## src/hdl/jse_pkg.sv

```systemverilog
// shared types, character constants and helpers for the json string escaper
// no dependencies; imported by every module of the block
package jse_pkg;

  localparam int CAP_BITS          = 16;
  localparam logic [CAP_BITS-1:0] CAP_RESET = 16'hFFFF;
  localparam int COUNT_BITS_DEF    = 16;
  localparam int QUEUE_DEPTH_DEF   = 4;
  localparam int PIECE_MAX         = 6;
  localparam int IDX_BITS          = $clog2(PIECE_MAX);

  localparam logic [7:0] CH_QUOTE   = 8'h22;
  localparam logic [7:0] CH_BSLASH  = 8'h5C;
  localparam logic [7:0] CH_LF      = 8'h0A;
  localparam logic [7:0] CH_CR      = 8'h0D;
  localparam logic [7:0] CH_TAB     = 8'h09;
  localparam logic [7:0] CH_N       = 8'h6E;
  localparam logic [7:0] CH_R       = 8'h72;
  localparam logic [7:0] CH_T       = 8'h74;
  localparam logic [7:0] CH_U       = 8'h75;
  localparam logic [7:0] CH_ZERO    = 8'h30;
  localparam logic [7:0] CH_A_LOW   = 8'h61;
  localparam logic [7:0] CTRL_LIMIT = 8'd32;

  typedef struct packed {
    logic [7:0] char_byte;
    logic       end_mark;
  } in_word_t;

  typedef struct packed {
    logic [7:0] out_byte;
    logic       status;
    logic       last;
  } out_word_t;

  // what the back end has to emit for one queued entry
  typedef enum logic [2:0] {
    CMD_PASS,
    CMD_ESC2,
    CMD_UNI,
    CMD_OVF,
    CMD_TERM
  } cmd_code_t;

  typedef struct packed {
    cmd_code_t  code;
    logic [7:0] data;
    logic       status;
  } cmd_t;

  function automatic logic [IDX_BITS-1:0] cmd_len_m1(cmd_code_t code);
    logic [IDX_BITS-1:0] r;
    case (code)
      CMD_ESC2: r = IDX_BITS'(1);
      CMD_UNI:  r = IDX_BITS'(PIECE_MAX - 1);
      default:  r = '0;
    endcase
    return r;
  endfunction

  function automatic logic [7:0] hex_char(logic [3:0] nib);
    logic [7:0] r;
    if (nib < 4'd10) begin
      r = CH_ZERO + {4'd0, nib};
    end else begin
      r = CH_A_LOW + {4'd0, nib} - 8'd10;
    end
    return r;
  endfunction

endpackage

```

## src/hdl/jse_front.sv

```systemverilog
// front end: accepts items, classifies each byte, keeps the running count
// and overflow flag, and queues one command per result group
// depends on jse_pkg
module jse_front #(
  parameter int COUNT_BITS = jse_pkg::COUNT_BITS_DEF
) (
  input  logic                           clk,
  input  logic                           rst,
  input  logic                           item_valid,
  input  jse_pkg::in_word_t              item,
  input  logic                           accept,
  input  logic                           cfg_write,
  input  logic [jse_pkg::CAP_BITS-1:0]   cfg_data,
  output logic                           push,
  output jse_pkg::cmd_t                  push_cmd
);
  import jse_pkg::*;

  localparam int CMP_W = ((COUNT_BITS > CAP_BITS) ? COUNT_BITS : CAP_BITS) + 2;
  localparam logic [CMP_W-1:0] COUNT_MAX = CMP_W'({COUNT_BITS{1'b1}});

  logic [CAP_BITS-1:0]   output_capacity;
  logic [COUNT_BITS-1:0] bytes_used;
  logic                  overflowed;

  cmd_code_t             code;
  logic [7:0]            data;
  logic [CMP_W-1:0]      sum;
  logic [CMP_W-1:0]      cap_ext;
  logic                  fits;
  logic                  term_bad;

  // classify the byte
  always_comb begin
    data = item.char_byte;
    if (item.char_byte == CH_QUOTE || item.char_byte == CH_BSLASH) begin
      code = CMD_ESC2;
    end else if (item.char_byte == CH_LF) begin
      code = CMD_ESC2;
      data = CH_N;
    end else if (item.char_byte == CH_CR) begin
      code = CMD_ESC2;
      data = CH_R;
    end else if (item.char_byte == CH_TAB) begin
      code = CMD_ESC2;
      data = CH_T;
    end else if (item.char_byte < CTRL_LIMIT) begin
      code = CMD_UNI;
    end else begin
      code = CMD_PASS;
    end
  end

  // capacity check, one place kept for the terminator
  always_comb begin
    cap_ext  = CMP_W'(output_capacity);
    sum      = CMP_W'(bytes_used) + CMP_W'(cmd_len_m1(code)) + CMP_W'(1);
    fits     = (sum <= COUNT_MAX) && (sum + CMP_W'(1) <= cap_ext);
    term_bad = (CMP_W'(bytes_used) + CMP_W'(1)) > cap_ext;
  end

  always_comb begin
    push     = 1'b0;
    push_cmd = '{code: code, data: data, status: 1'b0};
    if (accept) begin
      if (item.end_mark) begin
        push     = !overflowed;
        push_cmd = '{code: CMD_TERM, data: 8'd0, status: term_bad};
      end else if (!overflowed) begin
        push = 1'b1;
        if (!fits) begin
          push_cmd = '{code: CMD_OVF, data: 8'd0, status: 1'b1};
        end
      end
    end
  end

  always_ff @(posedge clk) begin
    if (rst) begin
      output_capacity <= CAP_RESET;
      bytes_used      <= '0;
      overflowed      <= 1'b0;
    end else begin
      if (cfg_write) begin
        output_capacity <= cfg_data;
      end
      if (accept && item_valid) begin
        if (item.end_mark) begin
          bytes_used <= '0;
          overflowed <= 1'b0;
        end else if (!overflowed) begin
          if (fits) begin
            bytes_used <= sum[COUNT_BITS-1:0];
          end else begin
            overflowed <= 1'b1;
          end
        end
      end
    end
  end

endmodule

```

## src/hdl/jse_fifo.sv

```systemverilog
// short command queue between the front and back ends
// depends on jse_pkg
module jse_fifo #(
  parameter int DEPTH = jse_pkg::QUEUE_DEPTH_DEF
) (
  input  logic          clk,
  input  logic          rst,
  input  logic          push,
  input  jse_pkg::cmd_t push_cmd,
  input  logic          pop,
  output jse_pkg::cmd_t head,
  output logic          empty,
  output logic          full
);
  import jse_pkg::*;

  localparam int PTR_W = (DEPTH > 1) ? $clog2(DEPTH) : 1;
  localparam int CNT_W = $clog2(DEPTH + 1);

  cmd_t             mem [DEPTH];
  logic [PTR_W-1:0] wr_ptr;
  logic [PTR_W-1:0] rd_ptr;
  logic [CNT_W-1:0] count;
  logic             do_push;
  logic             do_pop;

  assign empty   = (count == '0);
  assign full    = (count == CNT_W'(DEPTH));
  assign head    = mem[rd_ptr];
  assign do_push = push && !full;
  assign do_pop  = pop && !empty;

  always_ff @(posedge clk) begin
    if (do_push) begin
      mem[wr_ptr] <= push_cmd;
    end
  end

  always_ff @(posedge clk) begin
    if (rst) begin
      wr_ptr <= '0;
      rd_ptr <= '0;
      count  <= '0;
    end else begin
      if (do_push) begin
        wr_ptr <= (wr_ptr == PTR_W'(DEPTH - 1)) ? '0 : wr_ptr + PTR_W'(1);
      end
      if (do_pop) begin
        rd_ptr <= (rd_ptr == PTR_W'(DEPTH - 1)) ? '0 : rd_ptr + PTR_W'(1);
      end
      case ({do_push, do_pop})
        2'b10:   count <= count + CNT_W'(1);
        2'b01:   count <= count - CNT_W'(1);
        default: count <= count;
      endcase
    end
  end

endmodule

```

## src/hdl/jse_back.sv

```systemverilog
// back end: expands each queued command into output words, one per cycle
// while result_stall is low, through a registered output stage
// depends on jse_pkg
module jse_back (
  input  logic               clk,
  input  logic               rst,
  input  jse_pkg::cmd_t      head,
  input  logic               empty,
  output logic               pop,
  output logic               result_valid,
  input  logic               result_stall,
  output jse_pkg::out_word_t result
);
  import jse_pkg::*;

  logic [IDX_BITS-1:0] idx;
  logic                load;
  logic                at_end;
  out_word_t           gen;

  assign load   = !result_valid || !result_stall;
  assign at_end = (idx == cmd_len_m1(head.code));
  assign pop    = load && !empty && at_end;

  always_comb begin
    gen = '{out_byte: head.data, status: 1'b0, last: 1'b0};
    case (head.code)
      CMD_PASS: gen.out_byte = head.data;
      CMD_ESC2: gen.out_byte = (idx == '0) ? CH_BSLASH : head.data;
      CMD_UNI: begin
        case (idx)
          IDX_BITS'(0): gen.out_byte = CH_BSLASH;
          IDX_BITS'(1): gen.out_byte = CH_U;
          IDX_BITS'(2): gen.out_byte = CH_ZERO;
          IDX_BITS'(3): gen.out_byte = CH_ZERO;
          IDX_BITS'(4): gen.out_byte = hex_char(head.data[7:4]);
          default:      gen.out_byte = hex_char(head.data[3:0]);
        endcase
      end
      CMD_OVF:  gen = '{out_byte: 8'd0, status: 1'b1, last: 1'b1};
      CMD_TERM: gen = '{out_byte: 8'd0, status: head.status, last: 1'b1};
      default:  gen = '{out_byte: 8'd0, status: 1'b0, last: 1'b0};
    endcase
  end

  always_ff @(posedge clk) begin
    if (load && !empty) begin
      result <= gen;
    end
  end

  always_ff @(posedge clk) begin
    if (rst) begin
      result_valid <= 1'b0;
      idx          <= '0;
    end else if (load) begin
      result_valid <= !empty;
      if (!empty) begin
        idx <= at_end ? '0 : idx + IDX_BITS'(1);
      end
    end
  end

endmodule

```

## src/hdl/json_string_escaper.sv

```systemverilog
// top level of the json string escaper: front end, command queue, back end
// depends on jse_pkg, jse_front, jse_fifo, jse_back
//
// usage
//   item channel: item_valid / item_stall carry one word per item, either a
//   string byte (end_mark 0) or the end of the string (end_mark 1)
//   result channel: result_valid / result_stall carry one escaped byte per
//   word; last marks the terminator or the single overflow word
//   cfg channel: cfg_valid / cfg_ready write output_capacity; cfg_ready is
//   always high, write only while the block is idle
// path: an item's first word is queued, then loaded into the output register
// throughput: one result word per cycle while result_stall is low, set by
//   the back end's single output register; a plain byte gives 1 word, an
//   escape pair 2, a \u00xx form 6, and the command queue absorbs the
//   expansion until it fills, when item_stall rises
// reset: the count and overflow flag clear, capacity returns to 65535, the
//   queue empties and result_valid drops
// stall: while result_stall is high the output word holds; the queue keeps
//   taking items until full, then item_stall holds off the sender
module json_string_escaper #(
  parameter int COUNT_BITS  = jse_pkg::COUNT_BITS_DEF,
  parameter int QUEUE_DEPTH = jse_pkg::QUEUE_DEPTH_DEF
) (
  input  logic                         clk,
  input  logic                         rst,
  input  logic                         item_valid,
  output logic                         item_stall,
  input  jse_pkg::in_word_t            item,
  output logic                         result_valid,
  input  logic                         result_stall,
  output jse_pkg::out_word_t           result,
  input  logic                         cfg_valid,
  output logic                         cfg_ready,
  input  logic [jse_pkg::CAP_BITS-1:0] cfg_data
);
  import jse_pkg::*;

  logic accept;
  logic push;
  cmd_t push_cmd;
  cmd_t head;
  logic empty;
  logic full;
  logic pop;

  // the queue being full is the only thing that holds off the sender
  assign item_stall = full;
  assign accept     = item_valid && !full;
  assign cfg_ready  = 1'b1;

  jse_front #(
    .COUNT_BITS(COUNT_BITS)
  ) u_front (
    .clk       (clk),
    .rst       (rst),
    .item_valid(item_valid),
    .item      (item),
    .accept    (accept),
    .cfg_write (cfg_valid && cfg_ready),
    .cfg_data  (cfg_data),
    .push      (push),
    .push_cmd  (push_cmd)
  );

  // decouples classification from the multi-cycle expansion
  jse_fifo #(
    .DEPTH(QUEUE_DEPTH)
  ) u_fifo (
    .clk     (clk),
    .rst     (rst),
    .push    (push),
    .push_cmd(push_cmd),
    .pop     (pop),
    .head    (head),
    .empty   (empty),
    .full    (full)
  );

  jse_back u_back (
    .clk         (clk),
    .rst         (rst),
    .head        (head),
    .empty       (empty),
    .pop         (pop),
    .result_valid(result_valid),
    .result_stall(result_stall),
    .result      (result)
  );

endmodule

```

## config.mk

```make
export PLATFORM = sky130hd
export DESIGN_NAME = json_string_escaper
export DESIGN_NICKNAME = d
export VERILOG_FILES = /design/src/hdl/jse_pkg.sv /design/src/hdl/jse_front.sv /design/src/hdl/jse_fifo.sv /design/src/hdl/jse_back.sv /design/src/hdl/json_string_escaper.sv
export SDC_FILE = /design/constraint.sdc
export NUM_CORES = 1
export LEC_CHECK = 0
export BUFFER_PORTS_ARGS = -buffer_cell sky130_fd_sc_hd__buf_4
export CAP_MARGIN = 30
export CORE_UTILIZATION = 50
export CTS_BUF_LIST = sky130_fd_sc_hd__clkbuf_8 sky130_fd_sc_hd__clkbuf_16
export DETAILED_ROUTE_END_ITERATION = 7
export HOLD_SLACK_MARGIN = 0.02
export PLACE_DENSITY = 0.68
export SLEW_MARGIN = 5
export SYNTH_ARGS = -nofsm -noshare
export SYNTH_HDL_FRONTEND = slang
export SYNTH_SLANG_ARGS = --single-unit
```

## constraint.sdc

```tcl
create_clock -name clk -period 9.2 [get_ports clk]
set_input_delay 1.84 -clock clk [delete_from_list [all_inputs] [get_ports clk]]
set_output_delay 1.84 -clock clk [all_outputs]
set_load 0.05 [all_outputs]
```

Word level (Yosys, flattened, before mapping)
Memories as Yosys holds them, arrays and structs flattened. A register that Yosys moved wholly into a read port is not among the register bits.
Index checks and enable logic that the tools add are counted.
Word-level totals
  memories: 1
  register bits after elaboration: 54
  bits in writable memories: 48
Memory list
  u_fifo.mem: depth 4, width 12, read ports 1, clocked after memory_dff 1, write ports 1, line jse_fifo.sv:20  | cmd_t mem [DEPTH];
Operators by class
  reductions and logical operators: 22
  equality and inequality tests: 22
  bitwise operators: 1
  $lt $le $gt $ge: 6
  multiplexer cells: 38
  add/subtract/negate cells: 15
Operators with widths (count)
  2-to-1 mux 8 bit: 7
  2-to-1 mux 12 bit: 4
  2-to-1 mux 16 bit: 3
  adder 18 x 1 -> 18 bit, second input constant: 2
  one-hot mux 8 bit (4 select lines): 1
  equality test 8 x 4 -> 1 bit, second input constant: 3
  one-hot mux 8 bit (3 select lines): 1
  > comparator 18 x 16 -> 1 bit: 1
  less-or-equal comparator 18 x 16 -> 1 bit: 1
  less-or-equal comparator 18 x 16 -> 1 bit, second input constant: 1
  one-hot mux 3 bit (2 select lines): 3
  adder 16 x 1 -> 17 bit, second input constant: 1
  adder 16 x 3 -> 17 bit: 1
  adder 7 x 4 -> 8 bit, first input constant: 2
  subtractor 8 x 4 -> 8 bit, second input constant: 2
  equality test 3 x 2 -> 1 bit, second input constant: 5
  2-to-1 mux 3 bit: 5
  adder 6 x 4 -> 7 bit, first input constant: 2
  2-to-1 mux 2 bit: 5
  equality test 3 x 1 -> 1 bit, second input constant: 3
  equality test 3 bit, second input constant: 3
  zero test 3 bit: 3
  equality test 8 x 6 -> 1 bit, second input constant: 1
  equality test 8 x 7 -> 1 bit, second input constant: 1
  19 further kinds: 43

Depth between registers and ports, before layout
  depth in word-level cells: 17
  gate-level depth with buffers: 30
  mapped depth without buffers: 29

Hierarchy
A second synthesis with hierarchy kept.
Second synthesis, totals
  cell total of the unflattened synthesis: 654
  area, all modules: 6686.4 µm²
Modules (own cells, without submodules)
  jse_front: times used 1, cells an instance 420, area an instance 3357.0 µm²
  jse_fifo: times used 1, cells an instance 116, area an instance 2220.9 µm²
  jse_back: times used 1, cells an instance 115, area an instance 1083.5 µm²
  json_string_escaper: times used 1, cells an instance 3, area an instance 25.0 µm²

Least setup slack after synthesis
Ideal clock, no wire load.
  path type: input port to flip-flop
  start point: input port item[2] (netlist bit)
  end point: register u_front.bytes_used[11]
  library setup time: 117 ps
  arrival time: 7555 ps
  stages on the path: 27
  path buffers: 1
  required time: 9083 ps
  slack: 1528 ps
  path through: nor4b_1 a22oi_1 nor4b_1 ha_1 inv_1 ha_1 ha_1 a21oi_1 o21ai_1 a21o_1 or3_1 o31a_1 nor4_2 nand2_1 nor4b_2 xor2_1 ha_1 nand4_1 nor3_1 nand4_1 o211a_1 a32oi_1 nand3_1 or2_2 o21a_4 buf_6 a22o_1
Between the ends
  cells in the longest elaborated chain, start to end: 15
RTL lines
  start: declaration: line json_string_escaper.sv:28  | input jse_pkg::in_word_t item,
  < comparator 8 x 6 -> 1 bit: line jse_front.sv:47  | end else if (item.char_byte < CTRL_LIMIT) begin
  2-to-1 mux 2 bit: line jse_front.sv:47
  2-to-1 mux 3 bit: line jse_front.sv:44  | end else if (item.char_byte == CH_TAB) begin
  2-to-1 mux 3 bit: line jse_front.sv:41  | end else if (item.char_byte == CH_CR) begin
  2-to-1 mux 3 bit: line jse_front.sv:38  | end else if (item.char_byte == CH_LF) begin
  2-to-1 mux 3 bit (*): line jse_front.sv:36  | if (item.char_byte == CH_QUOTE || item.char_byte == CH_BSLASH) begin
  equality test 3 x 2 -> 1 bit or equality test 3 x 1 -> 1 bit (tied branches): line jse_pkg.sv:53  | case (code)
  one-hot mux 3 bit (2 select lines) (*): line jse_pkg.sv:53
  adder 16 x 3 -> 17 bit (*): line jse_front.sv:57  | sum = CMP_W'(bytes_used) + CMP_W'(cmd_len_m1(code)) + CMP_W'(1);
  adder 18 x 1 -> 18 bit (*): line jse_front.sv:57
  adder 18 x 1 -> 18 bit: line jse_front.sv:58  | fits = (sum <= COUNT_MAX) && (sum + CMP_W'(1) <= cap_ext);
  less-or-equal comparator 18 x 16 -> 1 bit: line jse_front.sv:58
  logical AND 1 bit: line jse_front.sv:58
  nonzero test 2 bit (no line)
  AND reduction 3 bit (no line)
  end signal: assignment: line jse_front.sv:93  | bytes_used <= sum[COUNT_BITS-1:0];
  end: declaration: line jse_front.sv:23  | logic [COUNT_BITS-1:0] bytes_used;
Every way passes the cells marked *; elsewhere a longest branch is shown, timed or not. The select of a mux whose other input is x is not followed.
A chain may end at the register's enable or synchronous reset.

Final worst setup path
  start point: input port item[2] (netlist bit)
  end point: register u_front.bytes_used[3]
The elaborated chain is that of the path after synthesis.

==> metrics.txt <==
outcome finished clean; Max-Cap Viols 0; first-pass GRT wire length roughly 26000 µm; WL met1 approximately 7000 µm; initial antenna violation count 0; Yosys top cell area share about 26%; FF+latch count, synth between 100 and 150; Die X around 120 µm; Hold Vio Cnt, Final 0; Worst Hold Class register to register; crit path launch type input port; layout cells sized above 1 around 14%; final setup margin around 0.58 ns; minimum clock period around 8.6 ns; largest net degree at the start of global routing 32; worst-margin pin slew about 0.85 ns; # IOs 43; # diodes 0; WL met2 8160 µm; Lkg Pwr 2.98 nW; vias in the first global route 5123; post-DR vias/cell roughly 5.9; Post-Syn Area 0.00675 mm²; GP Congestion 0.925; post-synth net total 751; drt wl/cell 18.5 µm; First-pass DRT Iterations 7; hpwl dp 12500 µm; Routed Wire Length around 16000 µm; Peak supply drop ~0.000094 V; cell family with the largest share of critical-path delay simple AND/OR/NAND/NOR gates; Area contributors post-synth edfxtp_1, dfxtp_1, ha_1; Post-synth ARST share 0%; PortBufs a little over 40; post-route ant nets 0; # setup viols final 0; CTS tree done; clock skew about 0.008 ns; die area around 0.014 mm²; CTS root buffer clkbuf_16; CTS clk-pin slew, worst paths ~0.080 ns; RSZ-0062 raised after global routing no; relative slew slack 43.5%; Core Box Area roughly 0.013 mm²; Post-CTS Hold Buffers 0; WP data required 9.50 ns; critical path class input port to register; dpl cell area slightly above 0.007 mm²; Synth Flop Type edfxtp_1; Setup Buffers After CTS 0; number of enable flip-flop cells after synthesis 58; num rows 42; Finished Cell Area around 0.0075 mm²; Power Dens Cells between 200 and 250 mW/mm²; Fmax about 120 MHz; Buf/Inv on CP 2; CTS max path bufs 2; Congestion Overflow GR 0; Final nets 783; total number of vias slightly above 5000; Synth Area per Inst roughly 10 µm²; uppermost layer routed met4; drt drc 0; post-synthesis sequential area ratio around two fifths; post-synth top area cell edfxtp_1; clock latency on the worst-skew pair ~0.36 ns; Gate Count Post-Synth around 670; commonest non-fill, non-tap cell in the layout edfxtp_1; Sum Neg Setup Slack 0 ns; Slew Viols, Final 0; DR iter-0 viols 306; arrival time worst endpoint ~8.9 ns; Die Height about 120 µm; Worst path max stage delay 0.61 ns; crit end category register; Sink Count roughly 100; Distinct cells, synth between 80 and 90; TritonCTS Buffers 9; most frequent CP cell ha_1; area delta synth->final 11.0%; metal3 WL ~580 µm; CP max FO 10; Slowest-stage cell, CP nor4b_1; Max H-tree Level 3; highest-count cells in the layout ignoring fill and taps edfxtp_1, nand2_1, ha_1; global-route usage over all layers about a quarter; Tcrit/Tclk final between 90% and 100%; yosys warns 0; pre-CTS WS roughly 0.39 ns; Initial Util between 50 and 60%
synthesized netlist by cell type (all sizes together), types with 3 or more instances:
master and n:
o2bb2ai 6, or3 4, nor3 22, buf 11, o21a 6, and3 6
nand2 58, and2 9, nor2 47, xor2 24, nor2b 6, and4 6
o31ai 3, xnor2 37, a21oi 27, dfxtp 46, a31oi 7, nand4 13
nor4b 7, o221ai 3, mux4 12, inv 44, o21ai 23, or2 4
nand3 18, a22o 9, ha 53, nand2b 5, edfxtp 58, nor4 8
a211oi 7, a21o 7, nand3b 3, mux2i 5, o211ai 18, clkbuf 11
layer usage:
metal | GRT usage [%] | up-vias
met5 | 0 | -
met4 | 10.7 | 0
met3 | 4.15 | 40
met2 | 43.1 | 128
met1 | 30.1 | 2474
li1 | - | 2533
metrics by stage:
step | utilization [%] | std cells | hold WS (ns) | power, mW
4_1_cts | 56.7 | 880 | 0.449 | 1.55
2_1_floorplan | - | 667 | 0.426 | 1.01
3_3_place_gp | 54.4 | 864 | 0.438 | 1.14
3_5_place_dp | 54.4 | 864 | 0.437 | 1.16
5_1_grt | 56.8 | 880 | 0.475 | 1.62
6_report | 56.8 | 880 | 0.447 | 1.54
worst reg2reg max path, stage by stage (launching register included):
cell and delay [ns]:
dfxtp_1 0.45, ha_1 0.30, ha_1 0.29, xor2_1 0.32
ha_1 0.21, nand2_1 0.17, nor3_2 0.50, nand4_1 0.21
xnor2_1 0.43, nor2b_1 0.27, nand3_1 0.14, xnor2_1 0.17
ha_1 0.30, nand4_1 0.13, nor3_1 0.33, nand4_1 0.19
o211a_1 0.17, a32oi_1 0.17, nand3_1 0.18, nor4_1 0.44
and2_1 0.47, a221o_1 0.21
final timing paths:
check	startpoint	to	slack, ns	cells past startpoint
max reg2reg	u_front.bytes_used[0]	u_front.bytes_used[3]	3.11	21
min	u_front.overflowed	u_front.overflowed	0.45	2
max	item[2]	u_front.bytes_used[3]	0.58	27
min reg2reg	u_front.overflowed	u_front.overflowed	0.45	2
final cells by class:
cell class              instances  area (µm²)
fillers                      1160        5700
repair buffers                 43         323
well taps                     176         220
inverters                      44         165
clock buffers                   9         225
multi-input cells             497        3810
clock inverters                 7        82.6
flip-flops and latches        104        2660
report_power, final:
group	internal, mW	switching [mW]
clock	0.195	0.198
sequential	0.581	0.0401
combinational	0.190	0.331
repair_timing:
item,4_1_cts,5_1_grt
setup endpoints to repair,0,1
endpoints found under the hold margin,0,0
gates resized for setup,0,1
logic make-up after synthesis:
family,count (synthesis),synth area share (%)
buffers and inverters,66,4.14
muxes,18,4.92
AOI/OAI and AO/OA,137,14.8
xor gates and xnor gates,61,8.03
other,1,0.0556
DFF,104,39.5
and+or+nand+nor,226,18.4
adders and majority gates,54,10.1
registers in the layout, indices dropped and copies added (netlist names), named ones only:
name and flops:
u_back.idx 3, u_front.overflowed 1, u_fifo.mem 48, u_front.bytes_used 16
u_fifo.rd_ptr 2, u_fifo.count 3, u_fifo.wr_ptr 2, u_back.result_valid 1
u_back.result 10, u_front.output_capacity 16
(Power assumes the default switching activity.)
